[config.mk]
export PLATFORM = sky130hd
export DESIGN_NAME = pbis_ram
export DESIGN_NICKNAME = d
export VERILOG_FILES = /design/src/hdl/pbis_ram.sv
export SDC_FILE = /design/constraint.sdc
export NUM_CORES = 1
export LEC_CHECK = 0
export ABC_CLOCK_PERIOD_IN_PS = 2200
export BUFFER_PORTS_ARGS = -buffer_cell sky130_fd_sc_hd__buf_4
export CAP_MARGIN = 20
export CORE_MARGIN = 2
export CORE_UTILIZATION = 55
export CTS_BUF_LIST = sky130_fd_sc_hd__clkbuf_16
export CTS_CLUSTER_SIZE = 24
export DETAILED_ROUTE_END_ITERATION = 6
export PLACE_DENSITY = 0.84
export SLEW_MARGIN = 30
export SYNTH_ARGS = -nofsm -noshare
export SYNTH_HDL_FRONTEND = slang
export SYNTH_SLANG_ARGS = --single-unit
[constraint.sdc]
create_clock -name clk -period 2.2 [get_ports clk]
set_input_delay 0.55 -clock clk [delete_from_list [all_inputs] [get_ports clk]]
set_output_delay 0.55 -clock clk [all_outputs]
set_load 0.02 [all_outputs]
[src/hdl/pbis_ram.sv]
// Generic single-port-write, single-port-read RAM with a registered read.
module pbis_ram #(
    parameter int WIDTH = 8,
    parameter int DEPTH = 16
) (
    input  logic                                   clk,
    input  logic                                   we,
    input  logic [(DEPTH > 1 ? $clog2(DEPTH) : 1)-1:0] waddr,
    input  logic [WIDTH-1:0]                       wdata,
    input  logic [(DEPTH > 1 ? $clog2(DEPTH) : 1)-1:0] raddr,
    output logic [WIDTH-1:0]                       rdata
);

    logic [WIDTH-1:0] mem [DEPTH];

    // Write port and registered read port.
    always_ff @(posedge clk)
    begin
        if (we)
        begin
            mem[waddr] <= wdata;
        end
        rdata <= mem[raddr];
    end

endmodule

==> run metrics <==
status complete, no violations; first-pass GRT wire length 15,700 um; area delta synth->final 18.6%; Layout Cell Area excl Fill 6110 um^2; crit-path max cell delay 0.57 ns; Sw Ratio 22.0%; clock root buffer clkbuf_16; I/O pins 26; DP Wirelength 6120 um; FP Rows 35; hold depth 1; clock-pin slew on the worst setup and hold paths 0.06 ns; FF/Latch Area 4000 um^2; combinational share of power 5.4%; # DRC 0; CP top delay family multiplexers; top post-synthesis cells by area edfxtp_1 75%, mux4_2 7.9%, mux4_1 7.1%; Sink Count 136; Max IR drop VDD 626 uV; switching power 1.26 mW; Non-Filler Instances 409; post-synthesis sequential element count 136; cell chain of the critical path buf_4, buf_12, mux4_1, a22oi_1, nand2_1; Die Y 101 um; worst rel slew slack 70.4%; Starting DRT DRC Count 243; crit-path max FO 10; Total GRT Usage 22.7%; EDFF count, synth 128; Final Skew 0.00478 ns; post-synthesis cell area 5150 um^2; r2r startpoint mem[9][2]; Lkg Pwr 2.07 nW; final wirelength 10,200 um; clk buf depth 2; crit path kind input pin to flip-flop; fmax 607 MHz; # setup viols final 0; post-synthesis sequential area ratio 77.8%; Synth Flop Type edfxtp_1; die area 10,100 um^2; worst min path class input pin to flip-flop; initial antenna violation count 0; DRT Pass-1 Iters 5; post-route ant nets 0; final hold vios 0; # fillers 568; GP Congestion 0.742; Hold Path End mem[3][7]; Hold Buf Count CTS 0; Power, Total 5.73 mW; commonest cells after routing, fill and taps aside 128 x edfxtp_1, 45 x buf_4, 18 x mux4_2, 17 x clkbuf_16, 16 x a22oi_1; Worst Path Required 2.48 ns; Max Slew Vio Count 0; number of global-route vias before repair 2,632; fin util 66.7%; share of the synthesized area in the top cell type 74.7%; initial core utilization 56.2%; Syn Area/Cell 22.5 um^2; CP Capture Type flip-flop; measured slew at the worst slew-check pin 0.444 ns; clock share of power 43.7%; CTS Buf Count 17; CP startpoint kind input pin; Cells after DPL 377; RSZ-0062 raised after global routing false; worst reg2reg setup slack 0.75 ns; Post-CTS Resized 0; number of max-cap violations 0; commonest non-fill, non-tap cell in the layout edfxtp_1; Arr. time, crit path 1.92 ns; Core Footprint 9150 um^2; syn nets 247; setup bufs post-CTS 0; die extent in x 101 um; drt via density 6.22; Final TNS setup 0 ns; Internal 4.47 mW; Final #Nets 303; htree depth 4; fraction of layout cells with a size suffix above 1 32.2%; WP buf/inv 2; min-delay src wdata[7]; PwrDens 938 nW/um^2; worst reg2reg endpoint rdata[2]; clock period minus worst slack 1.65 ns; R2R depth 3; Routed wire per std cell 24.8 um; Flop pwr share 51.0%; IO buf count 25; leading area contributor after synthesis edfxtp_1; Yosys cell types 19; Multi-input gate area 1060 um^2; largest net degree at the start of global routing 33; area post-placement 5580 um^2; async set-reset flop share out of synthesis 0%; via count 2,544; CTS tree done; clock latency on the worst-skew pair 0.41 ns; warnings from Yosys 0; Mapped Cells 229; ant diodes 0; Remaining Overflow, GRT 0; worst-path cell with the longest stage delay mux4_1; Final period util 74.9%
sequential cells by signal, indices dropped and copies added, names as in the netlist:
register and count:
mem 128, rdata 8
synth_stat cells, types with 3 or more instances:
library cell	number
nand2_1	9
mux4_2	18
buf_6	3
mux4_1	14
buf_2	3
edfxtp_1	128
clkdlybuf4s25_2	3
a22oi_1	16
dfxtp_1	8
nor3_1	4
nor2_1	13
metrics by stage:
stage	setup slack [ns]	hold WS (ns)
6_report	0.553	0.445
5_1_grt	0.550	0.448
4_1_cts	0.588	0.434
3_5_place_dp	0.194	0.670
3_3_place_gp	0.212	0.650
2_1_floorplan	0.157	0.629
layer usage:
layer | GRT usage [%] | vias to the layer above | routed length (um) | part of all wire [%]
met2 | 35.2 | 132 | 5130 | 51
met1 | 29.9 | 1299 | 3990 | 39
met4 | 12.9 | 0 | 332 | 3.3
met3 | 5.34 | 27 | 698 | 6.9
li1 | - | 1086 | - | -
met5 | 0 | - | 0 | 0
worst max path at each step:
stage | cells after the start | to | start | slack [ns]
4_1_cts | 5 | rdata[5] | raddr[0] | 0.59
6_report | 5 | rdata[5] | raddr[0] | 0.55
3_5_place_dp | 5 | rdata[7] | raddr[0] | 0.19
5_1_grt | 5 | rdata[7] | raddr[0] | 0.55
2_1_floorplan | 2 | mem[0][0] | waddr[2] | 0.16
3_3_place_gp | 5 | rdata[3] | raddr[0] | 0.21
logic make-up after synthesis:
family,after synthesis,share of synthesized area (%)
flops,136,77.8
simple gates,35,3.18
mux,32,15.0
compound gates,16,2.33
buf+inv,10,1.68
worst register-to-register path: stages (launching register included):
cell and delay, ns:
edfxtp_1 0.43, mux4_1 0.60, a22oi_1 0.21, nand2_1 0.08
power groups by stage:
stage | sequential, mW | combinational (mW) | clock [mW]
2_1_floorplan | 2.98 | 0.147 | 0
3_3_place_gp | 2.97 | 0.296 | 0
3_5_place_dp | 2.97 | 0.304 | 0
4_1_cts | 2.92 | 0.310 | 2.52
5_1_grt | 2.92 | 0.331 | 2.64
6_report | 2.92 | 0.307 | 2.50
area by class of cell:
type / count / area share, %
Multi-Input combinational cell: 83 / 17.3
Clock buffer: 17 / 6.97
Clock inverter: 15 / 1.70
Sequential cell: 136 / 65.6
Timing Repair Buffer: 47 / 6.19
Tap cell: 111 / 2.27
No activity file was read; power rests on OpenSTA's default activity.
